`src/sv/tsp_pkg.sv`:
```
// ----------------------------------------------------------------------------
// tsp_pkg
// Shared types and constants of the tacho and speed pulse generator.
// ----------------------------------------------------------------------------
package tsp_pkg;

   // field widths
   localparam int CMD_W      = 2;
   localparam int RPM_W      = 16;
   localparam int SPEED_Q4_W = 13;
   localparam int PPK_W      = 16;
   localparam int FACTOR_W   = 24;
   localparam int TACHO_W    = 24;
   localparam int SPEED_W    = 26;
   localparam int DIV_W      = 29;
   localparam int DIV_CNT_W  = $clog2(DIV_W);

   // configuration port
   localparam int CSR_ADDR_W = 4;
   localparam int CSR_DATA_W = 32;

   // item commands
   localparam logic [CMD_W-1:0] CMD_TICK  = 2'd0;
   localparam logic [CMD_W-1:0] CMD_TACHO = 2'd1;
   localparam logic [CMD_W-1:0] CMD_SPEED = 2'd2;

   // register indexes
   localparam logic [1:0] REG_PPK    = 2'd0;
   localparam logic [1:0] REG_FACTOR = 2'd1;
   localparam logic [1:0] REG_MAXRPM = 2'd2;

   // register reset values
   localparam logic [PPK_W-1:0]    PPK_RESET    = 16'd2548;
   localparam logic [FACTOR_W-1:0] FACTOR_RESET = 24'd150000;
   localparam logic [RPM_W-1:0]    MAXRPM_RESET = 16'd65535;

   // speed conversion
   localparam logic [SPEED_Q4_W-1:0] SPEED_MIN_Q4    = 13'd8;
   localparam logic [DIV_W-1:0]      SPEED_NUMERATOR = 29'd288000000;
   localparam logic [TACHO_W-1:0]    TACHO_MAX       = {TACHO_W{1'b1}};
   localparam logic [SPEED_W-1:0]    SPEED_MAX       = {SPEED_W{1'b1}};

   // classified operations
   typedef enum logic [2:0] {
      OP_NOP        = 3'd0,
      OP_TICK       = 3'd1,
      OP_TACHO_STOP = 3'd2,
      OP_TACHO_DIV  = 3'd3,
      OP_SPEED_STOP = 3'd4,
      OP_SPEED_DIV  = 3'd5
   } op_type;

   // one queued operation: divisor rides along for the divide ops
   typedef struct packed {
      op_type           op;
      logic [DIV_W-1:0] divisor;
   } tsp_op_type;

endpackage

```
`src/sv/tsp_front.sv`:
```
// ----------------------------------------------------------------------------
// tsp_front
// Accepts items, classifies them and forms the divisor for set commands.
// ----------------------------------------------------------------------------
module tsp_front (
   input  logic                             req_valid,
   output logic                             req_stall,
   input  logic [tsp_pkg::CMD_W-1:0]        req_command,
   input  logic [tsp_pkg::RPM_W-1:0]        req_rpm,
   input  logic [tsp_pkg::SPEED_Q4_W-1:0]   req_speed_q4,
   input  logic [tsp_pkg::PPK_W-1:0]        pulses_per_km,
   input  logic [tsp_pkg::RPM_W-1:0]        max_rpm,
   input  logic                             queue_full,
   output logic                             push,
   output tsp_pkg::tsp_op_type              push_data
);

   logic [tsp_pkg::RPM_W-1:0] rpm_clip;
   logic [tsp_pkg::DIV_W-1:0] speed_prod;

   // clip and product; the queue register follows the multiplier
   assign rpm_clip   = (req_rpm > max_rpm) ? max_rpm : req_rpm;
   assign speed_prod = tsp_pkg::DIV_W'(req_speed_q4) * tsp_pkg::DIV_W'(pulses_per_km);

   // handshake
   assign req_stall = queue_full;
   assign push      = req_valid && !queue_full;

   // classify the command
   always_comb begin
      push_data.op      = tsp_pkg::OP_NOP;
      push_data.divisor = '0;
      unique case (req_command)
         tsp_pkg::CMD_TICK: begin
            push_data.op = tsp_pkg::OP_TICK;
         end
         tsp_pkg::CMD_TACHO: begin
            if (req_rpm == '0) begin
               push_data.op = tsp_pkg::OP_TACHO_STOP;
            end else begin
               push_data.op      = tsp_pkg::OP_TACHO_DIV;
               push_data.divisor = tsp_pkg::DIV_W'(rpm_clip);
            end
         end
         tsp_pkg::CMD_SPEED: begin
            if (req_speed_q4 < tsp_pkg::SPEED_MIN_Q4) begin
               push_data.op = tsp_pkg::OP_SPEED_STOP;
            end else begin
               push_data.op      = tsp_pkg::OP_SPEED_DIV;
               push_data.divisor = speed_prod;
            end
         end
         default: begin
            push_data.op = tsp_pkg::OP_NOP;
         end
      endcase
   end

endmodule

```
`src/sv/tsp_queue.sv`:
```
// ----------------------------------------------------------------------------
// tsp_queue
// Short first-in first-out queue of classified operations.
// ----------------------------------------------------------------------------
module tsp_queue #(
   parameter int DEPTH = 2
) (
   input  logic                clock,
   input  logic                reset,
   input  logic                push,
   input  tsp_pkg::tsp_op_type push_data,
   output logic                full,
   input  logic                pop,
   output tsp_pkg::tsp_op_type pop_data,
   output logic                empty
);

   localparam int PTR_W = $clog2(DEPTH);
   localparam int CNT_W = $clog2(DEPTH + 1);

   tsp_pkg::tsp_op_type slot_ff [DEPTH];
   logic [PTR_W-1:0]    wr_ptr_ff, wr_ptr_in;
   logic [PTR_W-1:0]    rd_ptr_ff, rd_ptr_in;
   logic [CNT_W-1:0]    count_ff, count_in;

   assign full     = (count_ff == CNT_W'(DEPTH));
   assign empty    = (count_ff == '0);
   assign pop_data = slot_ff[rd_ptr_ff];

   // pointer and fill count update
   always_comb begin
      wr_ptr_in = wr_ptr_ff;
      rd_ptr_in = rd_ptr_ff;
      count_in  = count_ff;
      if (push) begin
         wr_ptr_in = (wr_ptr_ff == PTR_W'(DEPTH - 1)) ? '0 : wr_ptr_ff + 1'b1;
      end
      if (pop) begin
         rd_ptr_in = (rd_ptr_ff == PTR_W'(DEPTH - 1)) ? '0 : rd_ptr_ff + 1'b1;
      end
      if (push && !pop) begin
         count_in = count_ff + 1'b1;
      end else if (pop && !push) begin
         count_in = count_ff - 1'b1;
      end
   end

   always_ff @(posedge clock) begin
      if (reset) begin
         wr_ptr_ff <= '0;
         rd_ptr_ff <= '0;
         count_ff  <= '0;
      end else begin
         wr_ptr_ff <= wr_ptr_in;
         rd_ptr_ff <= rd_ptr_in;
         count_ff  <= count_in;
      end
   end

   // storage
   always_ff @(posedge clock) begin
      if (push) begin
         slot_ff[wr_ptr_ff] <= push_data;
      end
   end

   // checks
   assert property (@(posedge clock) disable iff (reset) count_ff <= CNT_W'(DEPTH))
      else $error("queue fill count beyond depth");
   assert property (@(posedge clock) disable iff (reset) pop |-> !empty)
      else $error("pop from empty queue");
   assert property (@(posedge clock) disable iff (reset)
                    (push && !pop) |=> count_ff == $past(count_ff) + 1'b1)
      else $error("push lost");

endmodule

```
`src/sv/tsp_back.sv`:
```
// ----------------------------------------------------------------------------
// tsp_back
// Carries out operations: channel ticks, stops and half-period divides.
// ----------------------------------------------------------------------------
module tsp_back (
   input  logic                               clock,
   input  logic                               reset,
   input  logic [tsp_pkg::FACTOR_W-1:0]       tacho_factor,
   input  logic                               queue_empty,
   input  tsp_pkg::tsp_op_type                pop_data,
   output logic                               pop,
   output logic                               rsp_valid,
   input  logic                               rsp_stall,
   output logic                               rsp_tacho_level,
   output logic                               rsp_speed_level
);

   typedef enum logic [1:0] {
      ST_RUN = 2'b01,
      ST_DIV = 2'b10
   } state_type;

   state_type                         state_ff, state_in;
   logic                              rsp_valid_ff, rsp_valid_in;
   logic [tsp_pkg::TACHO_W-1:0]       tacho_half_ff, tacho_half_in;
   logic [tsp_pkg::TACHO_W-1:0]       tacho_cnt_ff, tacho_cnt_in;
   logic                              tacho_lvl_ff, tacho_lvl_in;
   logic [tsp_pkg::SPEED_W-1:0]       speed_half_ff, speed_half_in;
   logic [tsp_pkg::SPEED_W-1:0]       speed_cnt_ff, speed_cnt_in;
   logic                              speed_lvl_ff, speed_lvl_in;
   logic [tsp_pkg::DIV_W-1:0]         rem_ff, rem_in;
   logic [tsp_pkg::DIV_W-1:0]         quo_ff, quo_in;
   logic [tsp_pkg::DIV_W-1:0]         dsr_ff, dsr_in;
   logic [tsp_pkg::DIV_CNT_W-1:0]     cnt_ff, cnt_in;
   logic                              to_speed_ff, to_speed_in;

   logic                              out_free;
   logic                              rsp_take;
   logic [tsp_pkg::TACHO_W:0]         tacho_inc;
   logic [tsp_pkg::SPEED_W:0]         speed_inc;
   logic [tsp_pkg::DIV_W:0]           rem_shift;
   logic                              rem_ge;
   logic [tsp_pkg::DIV_W-1:0]         quo_next;
   logic [tsp_pkg::DIV_W-1:0]         rem_next;
   logic                              div_last;

   assign rsp_take        = rsp_valid_ff && !rsp_stall;
   assign out_free        = !rsp_valid_ff || !rsp_stall;
   assign pop             = (state_ff == ST_RUN) && !queue_empty && out_free;
   assign rsp_valid       = rsp_valid_ff;
   assign rsp_tacho_level = tacho_lvl_ff;
   assign rsp_speed_level = speed_lvl_ff;

   // channel increments
   assign tacho_inc = {1'b0, tacho_cnt_ff} + 1'b1;
   assign speed_inc = {1'b0, speed_cnt_ff} + 1'b1;

   // one restoring divide step
   assign rem_shift = {rem_ff, quo_ff[tsp_pkg::DIV_W-1]};
   assign rem_ge    = rem_shift >= {1'b0, dsr_ff};
   assign rem_next  = rem_ge ? tsp_pkg::DIV_W'(rem_shift - {1'b0, dsr_ff})
                             : rem_shift[tsp_pkg::DIV_W-1:0];
   assign quo_next  = {quo_ff[tsp_pkg::DIV_W-2:0], rem_ge};
   assign div_last  = (cnt_ff == tsp_pkg::DIV_CNT_W'(tsp_pkg::DIV_W - 1));

   // sequencer
   always_comb begin
      state_in      = state_ff;
      rsp_valid_in  = rsp_take ? 1'b0 : rsp_valid_ff;
      tacho_half_in = tacho_half_ff;
      tacho_cnt_in  = tacho_cnt_ff;
      tacho_lvl_in  = tacho_lvl_ff;
      speed_half_in = speed_half_ff;
      speed_cnt_in  = speed_cnt_ff;
      speed_lvl_in  = speed_lvl_ff;
      rem_in        = rem_ff;
      quo_in        = quo_ff;
      dsr_in        = dsr_ff;
      cnt_in        = cnt_ff;
      to_speed_in   = to_speed_ff;
      unique case (state_ff)
         ST_RUN: begin
            if (pop) begin
               rsp_valid_in = 1'b1;
               case (pop_data.op) inside
                  tsp_pkg::OP_TICK: begin
                     // tacho channel
                     if (tacho_half_ff == '0) begin
                        tacho_cnt_in = '0;
                        tacho_lvl_in = 1'b0;
                     end else if (tacho_inc >= {1'b0, tacho_half_ff}) begin
                        tacho_cnt_in = '0;
                        tacho_lvl_in = !tacho_lvl_ff;
                     end else begin
                        tacho_cnt_in = tacho_inc[tsp_pkg::TACHO_W-1:0];
                     end
                     // speed channel
                     if (speed_half_ff == '0) begin
                        speed_cnt_in = '0;
                        speed_lvl_in = 1'b0;
                     end else if (speed_inc >= {1'b0, speed_half_ff}) begin
                        speed_cnt_in = '0;
                        speed_lvl_in = !speed_lvl_ff;
                     end else begin
                        speed_cnt_in = speed_inc[tsp_pkg::SPEED_W-1:0];
                     end
                  end
                  tsp_pkg::OP_TACHO_STOP: begin
                     tacho_half_in = '0;
                  end
                  tsp_pkg::OP_SPEED_STOP: begin
                     speed_half_in = '0;
                  end
                  tsp_pkg::OP_TACHO_DIV, tsp_pkg::OP_SPEED_DIV: begin
                     if (pop_data.divisor == '0) begin
                        // zero divisor saturates the half period
                        if (pop_data.op == tsp_pkg::OP_SPEED_DIV) begin
                           speed_half_in = tsp_pkg::SPEED_MAX;
                        end else begin
                           tacho_half_in = tsp_pkg::TACHO_MAX;
                        end
                     end else begin
                        // result waits for the divide
                        rsp_valid_in = 1'b0;
                        state_in     = ST_DIV;
                        rem_in       = '0;
                        dsr_in       = pop_data.divisor;
                        cnt_in       = '0;
                        to_speed_in  = (pop_data.op == tsp_pkg::OP_SPEED_DIV);
                        quo_in       = (pop_data.op == tsp_pkg::OP_SPEED_DIV)
                                       ? tsp_pkg::SPEED_NUMERATOR
                                       : tsp_pkg::DIV_W'(tacho_factor);
                     end
                  end
                  default: begin
                     // no operation: levels returned as they are
                  end
               endcase
            end
         end
         ST_DIV: begin
            rem_in = rem_next;
            quo_in = quo_next;
            cnt_in = cnt_ff + 1'b1;
            if (div_last) begin
               state_in     = ST_RUN;
               rsp_valid_in = 1'b1;
               if (to_speed_ff) begin
                  if (quo_next == '0) begin
                     speed_half_in = tsp_pkg::SPEED_W'(1);
                  end else if (quo_next > tsp_pkg::DIV_W'(tsp_pkg::SPEED_MAX)) begin
                     speed_half_in = tsp_pkg::SPEED_MAX;
                  end else begin
                     speed_half_in = quo_next[tsp_pkg::SPEED_W-1:0];
                  end
               end else begin
                  tacho_half_in = quo_next[tsp_pkg::TACHO_W-1:0];
               end
            end
         end
         default: begin
            state_in = ST_RUN;
         end
      endcase
   end

   // control and channel state
   always_ff @(posedge clock) begin
      if (reset) begin
         state_ff      <= ST_RUN;
         rsp_valid_ff  <= 1'b0;
         tacho_half_ff <= '0;
         tacho_cnt_ff  <= '0;
         tacho_lvl_ff  <= 1'b0;
         speed_half_ff <= '0;
         speed_cnt_ff  <= '0;
         speed_lvl_ff  <= 1'b0;
      end else begin
         state_ff      <= state_in;
         rsp_valid_ff  <= rsp_valid_in;
         tacho_half_ff <= tacho_half_in;
         tacho_cnt_ff  <= tacho_cnt_in;
         tacho_lvl_ff  <= tacho_lvl_in;
         speed_half_ff <= speed_half_in;
         speed_cnt_ff  <= speed_cnt_in;
         speed_lvl_ff  <= speed_lvl_in;
      end
   end

   // divider datapath
   always_ff @(posedge clock) begin
      rem_ff      <= rem_in;
      quo_ff      <= quo_in;
      dsr_ff      <= dsr_in;
      cnt_ff      <= cnt_in;
      to_speed_ff <= to_speed_in;
   end

   // checks
   assert property (@(posedge clock) disable iff (reset) (state_ff == ST_DIV) |-> !rsp_valid_ff)
      else $error("result pending during divide");
   assert property (@(posedge clock) disable iff (reset)
                    (state_ff == ST_DIV) |-> cnt_ff <= tsp_pkg::DIV_CNT_W'(tsp_pkg::DIV_W - 1))
      else $error("divide step count out of range");
   assert property (@(posedge clock) disable iff (reset)
                    (state_ff == ST_DIV && div_last) |=> state_ff == ST_RUN && rsp_valid_ff)
      else $error("divide finished without result");
   assert property (@(posedge clock) disable iff (reset)
                    (state_ff == ST_DIV) |=> $stable(tacho_lvl_ff) && $stable(speed_lvl_ff))
      else $error("levels moved during divide");

endmodule

```
`src/sv/tacho_speed_pulse_generator.sv`:
```
// ----------------------------------------------------------------------------
// tacho_speed_pulse_generator
// Tacho and vehicle speed square-wave generator driven by tick and set items.
//
// Every item returns one result with both output levels after the item. The
// front classifies an item in its accept cycle and queues it; the back takes
// one queued operation per cycle unless it is dividing or a result is held
// by rsp_stall. Tick, stop and ignored items need no divide and stream at
// one per cycle. A set item with a nonzero divisor runs a one-bit-per-cycle
// restoring divider over 29 quotient bits in the back; the queue keeps
// accepting items meanwhile until it fills. The result register holds a
// finished result while the next queued operation waits for it to be taken.
// ----------------------------------------------------------------------------
module tacho_speed_pulse_generator #(
   parameter int QUEUE_DEPTH = 2
) (
   input  logic                                clock,
   input  logic                                reset,
   // item input
   input  logic                                req_valid,
   output logic                                req_stall,
   input  logic [tsp_pkg::CMD_W-1:0]           req_command,
   input  logic [tsp_pkg::RPM_W-1:0]           req_rpm,
   input  logic [tsp_pkg::SPEED_Q4_W-1:0]      req_speed_q4,
   // result output
   output logic                                rsp_valid,
   input  logic                                rsp_stall,
   output logic                                rsp_tacho_level,
   output logic                                rsp_speed_level,
   // register port
   input  logic                                csr_psel,
   input  logic                                csr_penable,
   input  logic                                csr_pwrite,
   input  logic [tsp_pkg::CSR_ADDR_W-1:0]      csr_paddr,
   input  logic [tsp_pkg::CSR_DATA_W-1:0]      csr_pwdata,
   output logic [tsp_pkg::CSR_DATA_W-1:0]      csr_prdata,
   output logic                                csr_pready
);

   logic [tsp_pkg::PPK_W-1:0]    ppk_ff;
   logic [tsp_pkg::FACTOR_W-1:0] factor_ff;
   logic [tsp_pkg::RPM_W-1:0]    maxrpm_ff;
   logic                         csr_write;
   logic [1:0]                   csr_index;

   logic                         push;
   logic                         pop;
   logic                         queue_full;
   logic                         queue_empty;
   tsp_pkg::tsp_op_type          push_data;
   tsp_pkg::tsp_op_type          pop_data;

   // register port
   assign csr_pready = 1'b1;
   assign csr_index  = csr_paddr[3:2];
   assign csr_write  = csr_psel && csr_penable && csr_pwrite;

   always_ff @(posedge clock) begin
      if (reset) begin
         ppk_ff    <= tsp_pkg::PPK_RESET;
         factor_ff <= tsp_pkg::FACTOR_RESET;
         maxrpm_ff <= tsp_pkg::MAXRPM_RESET;
      end else if (csr_write) begin
         unique case (csr_index)
            tsp_pkg::REG_PPK:    ppk_ff    <= csr_pwdata[tsp_pkg::PPK_W-1:0];
            tsp_pkg::REG_FACTOR: factor_ff <= csr_pwdata[tsp_pkg::FACTOR_W-1:0];
            tsp_pkg::REG_MAXRPM: maxrpm_ff <= csr_pwdata[tsp_pkg::RPM_W-1:0];
            default: begin
               // unmapped address
            end
         endcase
      end
   end

   // register read back
   always_comb begin
      unique case (csr_index)
         tsp_pkg::REG_PPK:    csr_prdata = tsp_pkg::CSR_DATA_W'(ppk_ff);
         tsp_pkg::REG_FACTOR: csr_prdata = tsp_pkg::CSR_DATA_W'(factor_ff);
         tsp_pkg::REG_MAXRPM: csr_prdata = tsp_pkg::CSR_DATA_W'(maxrpm_ff);
         default:             csr_prdata = '0;
      endcase
   end

   // front: accept and classify
   tsp_front u_front (
      .req_valid     (req_valid),
      .req_stall     (req_stall),
      .req_command   (req_command),
      .req_rpm       (req_rpm),
      .req_speed_q4  (req_speed_q4),
      .pulses_per_km (ppk_ff),
      .max_rpm       (maxrpm_ff),
      .queue_full    (queue_full),
      .push          (push),
      .push_data     (push_data)
   );

   // queue between front and back
   tsp_queue #(
      .DEPTH (QUEUE_DEPTH)
   ) u_queue (
      .clock     (clock),
      .reset     (reset),
      .push      (push),
      .push_data (push_data),
      .full      (queue_full),
      .pop       (pop),
      .pop_data  (pop_data),
      .empty     (queue_empty)
   );

   // back: execute and hold the result
   tsp_back u_back (
      .clock           (clock),
      .reset           (reset),
      .tacho_factor    (factor_ff),
      .queue_empty     (queue_empty),
      .pop_data        (pop_data),
      .pop             (pop),
      .rsp_valid       (rsp_valid),
      .rsp_stall       (rsp_stall),
      .rsp_tacho_level (rsp_tacho_level),
      .rsp_speed_level (rsp_speed_level)
   );

endmodule
```
`config.mk`:
```
export PLATFORM = sky130hd
export DESIGN_NAME = tacho_speed_pulse_generator
export DESIGN_NICKNAME = d
export VERILOG_FILES = /design/src/sv/tsp_pkg.sv /design/src/sv/tsp_front.sv /design/src/sv/tsp_queue.sv /design/src/sv/tsp_back.sv /design/src/sv/tacho_speed_pulse_generator.sv
export SDC_FILE = /design/constraint.sdc
export NUM_CORES = 1
export LEC_CHECK = 0
export ABC_AREA = 1
export BUFFER_PORTS_ARGS = -buffer_cell sky130_fd_sc_hd__buf_2
export CORE_MARGIN = 10
export CORE_UTILIZATION = 55
export DETAILED_ROUTE_END_ITERATION = 10
export GPL_TIMING_DRIVEN = 0
export PLACE_DENSITY = 0.76
export SYNTH_ARGS = -nofsm -noshare
export SYNTH_HDL_FRONTEND = slang
export SYNTH_SLANG_ARGS = --single-unit
```
`constraint.sdc`:
```
create_clock -name clock -period 5.9 [get_ports clock]
set_clock_uncertainty 0.05 [all_clocks]
set_input_delay 1.18 -clock clock [delete_from_list [all_inputs] [get_ports clock]]
set_output_delay 1.18 -clock clock [all_outputs]
set_load 0.01 [all_outputs]
```
# Word level (Yosys, flattened, before mapping)
# Memories as Yosys holds them, arrays and structs flattened. A register that Yosys moved wholly into a read port is not among the register bits.
# Index checks and enable logic that the tools add are counted.
[op_classes]
add_sub_neg = 8
mul = 1
order_cmp = 6
n_eq_ne = 29
mux = 86
bitwise = 4
reduce_logical = 41
[op_table]
columns = ["op", "n"]
rows = [
  ["two-way mux 29 bit", 15],
  ["two-way mux 26 bit", 13],
  ["two-way mux 24 bit", 11],
  ["case mux 29 bit (2 select lines)", 3],
  ["case mux 24 bit (3 select lines)", 1],
  ["logical NOT 29 bit", 2],
  ["case mux 26 bit (2 select lines)", 1],
  ["case mux 24 bit (2 select lines)", 1],
  ["two-way mux 16 bit", 2],
  ["greater-or-equal comparator 30 x 29 -> 1 bit", 1],
  ["two-way mux 5 bit", 6],
  ["greater-than comparator 29 x 26 -> 1 bit, second input constant", 1],
  ["multiplier 13 x 16 -> 29 bit", 1],
  ["subtractor 29 bit", 1],
  ["adder 26 x 1 -> 27 bit, second input constant", 1],
  ["greater-or-equal comparator 27 x 26 -> 1 bit", 1],
  ["logical NOT 26 bit", 1],
  ["adder 24 x 1 -> 25 bit, second input constant", 1],
  ["greater-or-equal comparator 25 x 24 -> 1 bit", 1],
  ["logical NOT 24 bit", 1],
  ["inequality test 3 bit, second input constant", 7],
  ["AND reduction 7 bit", 3],
  ["two-way mux 1 bit", 20],
  ["two-way mux 2 bit", 9],
  ["30 further kinds", 71],
]
[word_totals]
register_bits = 258
mem_bits_rw = 64
n_memories = 1
[mem_list]
columns = ["name", "depth", "word_bits", "read_ports", "rd_ports_with_merged_regs", "write_ports", "line", "source"]
rows = [
  ["u_queue.slot_ff", 2, 32, 1, 1, 1, "tsp_queue.sv:21", "tsp_pkg::tsp_op_type slot_ff [DEPTH];"],
]

# Logic depth before layout (Yosys ltp)
# Gate-level depths: netlist of the first run.
[logic_depth]
word_depth = 9
mapped_depth = 24

# Cells and area by module
# Synthesis of the first run repeated with hierarchy kept, for this count alone.
[hier_totals]
hier_cells = 3336
hier_area_um2 = 25796.0
[modules_own_cells]
columns = ["module", "n_inst", "cells_per_inst", "area_per_inst_um2", "seq_area_each_um2"]
rows = [
  ["tsp_back", 1, 1610, 12274.3, 4894.7],
  ["tsp_front", 1, 1198, 8202.9, 0.0],
  ["tsp_queue", 1, 133, 2692.6, 2021.9],
  ["tacho_speed_pulse_generator", 1, 395, 2626.3, 1121.1],
]

# Worst setup path before layout of the first run
# OpenSTA, ideal clock, no wires.
[synth_path]
path_type = "input to register"
start = "input req_speed_q4[3] (netlist bit)"
end = "memory u_queue.slot_ff[0][21] (netlist bit), data pin"
setup_ps = 255
arrival_ps = 5676
t_required_ps = 5595
path_slack_ps = -81
path_stages = 24
n_path_buf = 2
path_cell_list = "buf_2 -> clkbuf_1 -> nand2_1 -> inv_1 -> fa_1 -> inv_1 -> fa_1 -> inv_1 -> fa_1 -> fa_1 -> inv_1 -> fa_1 -> inv_1 -> ha_1 -> nand2_1 -> o21ai_0 -> inv_1 -> nand2_1 -> a21oi_1 -> o21ai_0 -> a21o_1 -> nand2_1 -> nand2_1 -> nor2_1"
[synth_rtl]
columns = ["item", "line", "source"]
rows = [
  ["from (decl)", "tacho_speed_pulse_generator.sv:24", "input logic [tsp_pkg::SPEED_Q4_W-1:0] req_speed_q4,"],
  ["to (decl)", "tsp_queue.sv:21", ""],
]

==> results of run 1 <==
-- sequential cells by signal, summed over array words and instances, names as in the netlist, named ones only --
name,cells
u_queue.slot_ff,64
u_back.dsr_ff,29
u_back.quo_ff,29
u_back.rem_ff,29
u_back.speed_cnt_ff,26
u_back.speed_half_ff,26
factor_ff,24
u_back.tacho_cnt_ff,24
u_back.tacho_half_ff,24
maxrpm_ff,16
ppk_ff,16
u_back.cnt_ff,5
u_back.state_ff,2
u_queue.count_ff,2
u_back.rsp_speed_level,1
u_back.rsp_tacho_level,1
u_back.rsp_valid,1
u_back.to_speed_ff,1
u_queue.rd_ptr_ff,1
u_queue.wr_ptr_ff,1
-- per-layer routing --
layer,GRT usage [%],part of all wire [%]
met5,0,0.032
met4,7.788,3.1
met3,6.097,9.6
met2,36.87,43
met1,34.14,45
-- kinds of logic after synthesis --
kind of cell	synth area share (%)
adder cells (fa/ha/maj)	20.68
other	0.02893
AND/OR/NAND/NOR	22.41
flip-flops	30.97
buffers and inverters	12.66
AO/OA/AOI/OAI	11.23
XOR/XNOR	2.025
-- area by class of cell --
type                    count  area, um2
diodes                      2      5.005
plain buffers             142      747.0
clock buffers              46       1011
clock inverters            17      130.1
fillers                  4256      18070
inverters                 686       2577
multi-input cells        2311      14870
flip-flops and latches    323       8038
well taps                 607      759.5
repair buffers             80      447.9
-- placed cells by master, fill, tap and decap left out, drive strengths merged, types with 4 or more instances in the layout --
cell type    n
a31oi        5
or2         13
inv        688
edfxtp     157
xor2        37
buf        148
nand4       77
clkbuf     120
fa         155
clkinv      10
o221ai      16
nor4        20
xnor2       23
o211ai      44
nor3        34
o21a         8
a21oi      239
nor2       287
clkinvlp     4
nand3      126
o21bai       7
ha         181
a21o         6
o21ai      192
nand2      813
dfxtp      166
conb         9
a211oi       4
nand3b       4
-- path summary, 6_finish.rpt --
path | cells past startpoint | end | startpoint
max | 22 | u_queue.slot_ff[0][14] | req_speed_q4[1]
min | 2 | u_back.tacho_half_ff[4] | u_back.tacho_half_ff[4]
max reg2reg | 20 | u_queue.slot_ff[0][14] | ppk_ff[2]
min reg2reg | 2 | u_back.tacho_half_ff[4] | u_back.tacho_half_ff[4]
-- per-stage QoR --
step,TNS (ps),area (um2),worst slack (ps),power (W),utilization (%)
after floorplan,0,25990,5.996,0.008870,-
after global placement,-85200,27130,-1080,0.01057,58.16
after detailed placement,-19090,27230,-666.3,0.01070,58.36
after global routing,-86.33,28580,-19.88,0.01457,61.27
final,0,28590,199.4,0.01339,61.27
after CTS,0,28360,18.81,0.01296,60.78
-- report_power, final --
part           internal, W  switching (W)  total, W
sequential         0.00302       0.000262   0.00328
combinational      0.00265        0.00524   0.00788
clock              0.00126       0.000961   0.00222
total              0.00693        0.00646    0.0134
-- what timing repair did --
item,CTS,global route
gates resized for setup,3,104
buffers inserted,0,0
pin swaps,0,1
endpoints found under the setup margin,14,34
-- worst reg2reg max path, delay by kind of cell, from the launching register on --
kind | cells | cell delay, ps
adders and majority gates | 6 | 2870
buffers and inverters | 5 | 700
DFF | 1 | 560
AOI/OAI and AO/OA | 3 | 560
and+or+nand+nor | 6 | 550
==> flow_metrics.tcl, run 1 <==
set metrics [dict create \
    nNetsFinal 3990 \
    total_global_routing_overflow 0 \
    finalMaxSlewViolations 0 \
    outcome "complete, no violations" \
    most_frequent_cell_after_synthesis "nand2_1" \
    power_leakage_nw 14.16 \
    pin_count_of_the_biggest_net_entering_global_routing 34 \
    cp-end-kind "register" \
    ir_worst_vdd_v 0.0003842 \
    synth_cells 3460 \
    viasPerCell 5.411 \
    fin_crit_sh_pct 96.62 \
    layout_cells_sized_above_1_pct 8.211 \
    path_clk_slew_ps 60 \
    crit_path_cell_trace "clkbuf_2 > buf_4 > nand2_1 > inv_1 > fa_1 > inv_1 > fa_1 > inv_1 > fa_1 > inv_1 > fa_1 > fa_1 > inv_1 > ha_1 > nand2_1 > nor2_2 > a21oi_1 > inv_1 > a21oi_2 > or2_2 > nand3_1 > nand2_1" \
    path_max_fanout 10 \
    drtAntennaViolNets 0 \
    power.density_cell_area_nw_per_um2 468.4 \
    post-synth-top-area-cell "edfxtp_1" \
    boundaryPins 111 \
    clockRootBuffer "clkbuf_16" \
    hpwl_um 55300 \
    critPathKind "primary input to register" \
    drt_first_pass_iters 9 \
    timing.final.setup_violations 0 \
    yosys_register_bits 323 \
    drt_first_iter_violations 2221 \
    initial_core_util_pct 55.63 \
    postRouteWirelength_um 69600 \
    routed-via-count 22800 \
    syn_area_um2 25960 \
    grt.total_usage_pct 24.54 \
    slowest_stage "fa_1" \
    grt_pass1_wl_um 113000 \
    ys_top_cells_by_count "nand2_1, inv_1, nor2_1" \
    critPathLaunchType "primary input" \
    layout.cells.non_filler 4214 \
    cts_tree "built" \
    hold_violations 0 \
    ys_top_cells_by_area "edfxtp_1, dfxtp_1, fa_1, nand2_1, inv_1" \
    wl_per_cell_um 16.52 \
    clock_buffer_count_from_cts 36 \
    timing.critical_path.mode_cell "inv_1" \
    maxCapViolations 0 \
    tightest_slew_ps 1003 \
    count_of_flip_flops_with_a_built_in_enable_after_synthesis 157 \
    grt_pass1_vias 21790 \
    critical_path_buf_inv_count 8 \
    synthToLayoutAreaGrowth_pct 10.13 \
    placed_cells 4154 \
    die_y_um 237.2 \
    min_hold_slack_ps 414.1 \
    async_reset_ff_share_pct 0 \
    postSynthAreaPerCell_um2 7.502 \
    critical_path.top_delay_family "adder cells" \
    fin_crit_ps 5701 \
    hold_path.class "register to register" \
    buffer_ports.inserted 77 \
    rows 79 \
    cts.path.max_buffers 3 \
    clock_sinks 323 \
    ys.flop_type "dfxtp_1" \
    worst-endpoint-required_ps 6100 \
    die_width_um 237.2 \
    ys.warnings.count 0 \
    area_enclosed_by_the_die_boundary_um2 56280 \
    cts_hold_repair.buffers 0 \
    place.gp.congestion 0.9695 \
    critical-path-max-stage-delay_ps 550 \
    setup.reg_to_reg.worst_slack_ps 290 \
    clock_tree.htree_level_count 2 \
    synth_cell_type_count 55 \
    slew_headroom_pct 32.81 \
    synth-seq-area-share_pct 30.97 \
    number_of_antenna_violations_at_the_first_check_in_global_routing 6 \
    yosysTopAreaCellShare_pct 18.16 \
    worstPathArrival_ps 5900 \
    core_um2 46650 \
    source_to_sink_clock_delay_at_the_later_pin_of_the_worst_skew_pair_ps 560 \
    timing.fmax_mhz 175.4 \
    drcViolationCount 0 \
]
Power figures use the tool's default switching activity.
==> inputs of run 2 (changes only) <==
CORE_MARGIN = 2   (was 10)
CTS_BUF_LIST = sky130_fd_sc_hd__clkbuf_8   (was unset)
MAX_ROUTING_LAYER = met4   (was unset)
==> run 2 against run 1 <==
  * Global-route usage up 4.3 points
  * Via count about the same
  * Wire length fell by 0.87%
  * Clock power decreased by 6%
  * Die area decreased by 13%
  * Sequential cell count is the same
  * Worst hold slack improved by 3.0 ps
  * Core utilization fell by 0.19 points
  * Design area is 0.52% lower
==> flow_metrics.tcl, run 2 (synthesized netlist as in run 1, its figures left out) <==
set metrics [dict create \
    total_global_routing_overflow 0 \
    critPathKind "primary input to register" \
    slew_headroom_pct 31.37 \
    placement.setup.worst_slack_ps -744.7 \
    worstPathArrival_ps 5950 \
    grt_pass1_wl_um 111100 \
    cts.repair_timing.setup_buffer_count 0 \
    setup_total_negative_slack_ps 0 \
    layout_cells_sized_above_1_pct 8.185 \
    path_clk_slew_ps 60 \
    drt_first_pass_iters 6 \
    cts_tree "built" \
    die_y_um 221.2 \
    timing.fmax_mhz 176.5 \
    path_max_fanout 10 \
    viasPerCell 5.360 \
    overall_power_consumption_w 0.01297 \
    maxCapViolations 0 \
    boundaryPins 111 \
    switching_power_w 0.006285 \
    combPwrFrac_pct 58.6 \
    grt.total_usage_pct 28.86 \
    timing.final.setup_violations 0 \
    die_width_um 221.2 \
    routed-via-count 22780 \
    power.share.sequential_pct 25.2 \
    postRouteWirelength_um 69000 \
    drt_first_iter_violations 2056 \
    timing.critical_path.mode_cell "inv_1" \
    number_of_antenna_violations_at_the_first_check_in_global_routing 3 \
    hpwl_um 55000 \
    layout_common_cells "nand2_1, inv_1, nor2_1" \
    clock_sinks 323 \
    fin_crit_sh_pct 96.05 \
    ir_worst_vdd_v 0.0003544 \
    critPathLaunchType "primary input" \
    crit_path_cell_trace "clkbuf_2 > buf_4 > nand2_1 > inv_1 > fa_1 > inv_1 > fa_1 > inv_1 > fa_1 > fa_1 > inv_1 > fa_1 > inv_1 > ha_1 > nand2_1 > o21bai_2 > a21oi_1 > inv_1 > a21oi_1 > or2_2 > nand3_1 > nand2_1" \
    place.gp.congestion 0.9890 \
    core_um2 46560 \
    hold_path.class "register to register" \
    power_leakage_nw 14.23 \
    critical-path-max-stage-delay_ps 550 \
    hold_violations 0 \
    cp-end-kind "register" \
    min_hold_slack_ps 417.1 \
    initial_core_util_pct 55.75 \
    number_of_flip_flops_under_the_largest_register_name 64 \
    unrepaired_setup_endpoints_after_global_routing "yes" \
    pin_count_of_the_biggest_net_entering_global_routing 34 \
    largest_register "u_queue.slot_ff" \
    power.share.clock_pct 16.1 \
    synthToLayoutAreaGrowth_pct 9.559 \
    slowest_stage "fa_1" \
    timing.final.ws_setup_ps 232.9 \
    regArea_um2 8038 \
    final_common_cell "nand2_1" \
    count_of_fill_cells_added_during_filler_insertion 4182 \
    cts.path.max_buffers 3 \
    drtAntennaViolNets 0 \
    critical_path_buf_inv_count 8 \
    grt_pass1_vias 21520 \
    fin_crit_ps 5667 \
    power.density_cell_area_nw_per_um2 456.1 \
    clockRootBuffer "clkbuf_8" \
    rows 79 \
    finalMaxSlewViolations 0 \
    intPower_w 0.006687 \
    wl_per_cell_um 16.23 \
    source_to_sink_clock_delay_at_the_later_pin_of_the_worst_skew_pair_ps 660 \
    drcViolationCount 0 \
    worst-endpoint-required_ps 6180 \
    area_enclosed_by_the_die_boundary_um2 48950 \
    buffer_ports.inserted 77 \
    tightest_slew_ps 1025 \
    nNetsFinal 4010 \
    netSwitchingFraction_pct 48.45 \
    outcome "complete, no violations" \
    clock_tree.htree_level_count 2 \
    critical_path.top_delay_family "adder cells" \
    multi_input_area_um2 14730 \
    clock_buffer_count_from_cts 54 \
]
==> run 2: cell count changes in the layout (fill, tap and decap cells not counted), sizes merged, moves of 3 or more <==
cell      before  now
bufinv         1    4
clkbuf       120  140
clkinvlp       4    1
inv          688  700
clkinv        10   15
==> run 2: final cells by class <==
class | instances | share of cell area [%]
multi-input combinational | 2311 | 51.80
sequential | 323 | 28.26
inverter | 686 | 9.064
clock buffer | 63 | 3.049
tap | 607 | 2.671
buffer | 144 | 2.640
timing repair buffer | 80 | 1.575
clock inverter | 34 | 0.9152
antenna | 3 | 0.02640
==> run 2: layer usage <==
layer / vias up / track usage, % / wire length [um]
met4: 0 / 8.725 / 1967
met2: 868 / 43.24 / 29980
met5: - / - / 0
met1: 10540 / 40.03 / 31270
met3: 121 / 5.086 / 5785
li1: 11260 / - / -
==> run 2: path summary, 6_finish.rpt <==
check                     startpoint                       to  slack [ps]  depth (start not counted)
max                  req_speed_q4[1]   u_queue.slot_ff[1][14]         230                         22
max reg2reg                ppk_ff[6]   u_queue.slot_ff[1][27]         250                         19
min reg2reg  u_back.tacho_half_ff[5]  u_back.tacho_half_ff[5]         420                          2
min          u_back.tacho_half_ff[5]  u_back.tacho_half_ff[5]         420                          2
==> run 2: repair_timing <==
item	CTS	global route
hold buffers	0	0
endpoints found under the hold margin	0	0
gates resized for setup	1	78
pin swaps	0	1
endpoints found under the setup margin	2	36
==> run 2: worst register-to-register path: cells and delay by family, from the launching register on <==
kind,cells,cell delay [ps]
AOI/OAI and AO/OA,5,790
adders and majority gates,6,2940
buffers and inverters,4,610
DFF,1,490
and+or+nand+nor,4,490
==> run 2: power by group through the flow <==
stage               registers (W)  clock network, W  logic (W)
global route              0.00333           0.00223    0.00860
global placement          0.00336                 0    0.00723
CTS                       0.00327           0.00213    0.00747
detailed placement        0.00331                 0    0.00743
floorplan                 0.00327                 0    0.00560
finish                    0.00327           0.00209    0.00760
==> run 2: metrics by stage <==
step	util, %	instances	cell area (um2)
finish	61.08	4251	28440
CTS	60.89	4249	28350
detailed placement	58.48	4154	27230
floorplan	-	3467	25990
global route	61.08	4251	28440
global placement	58.28	4151	27130
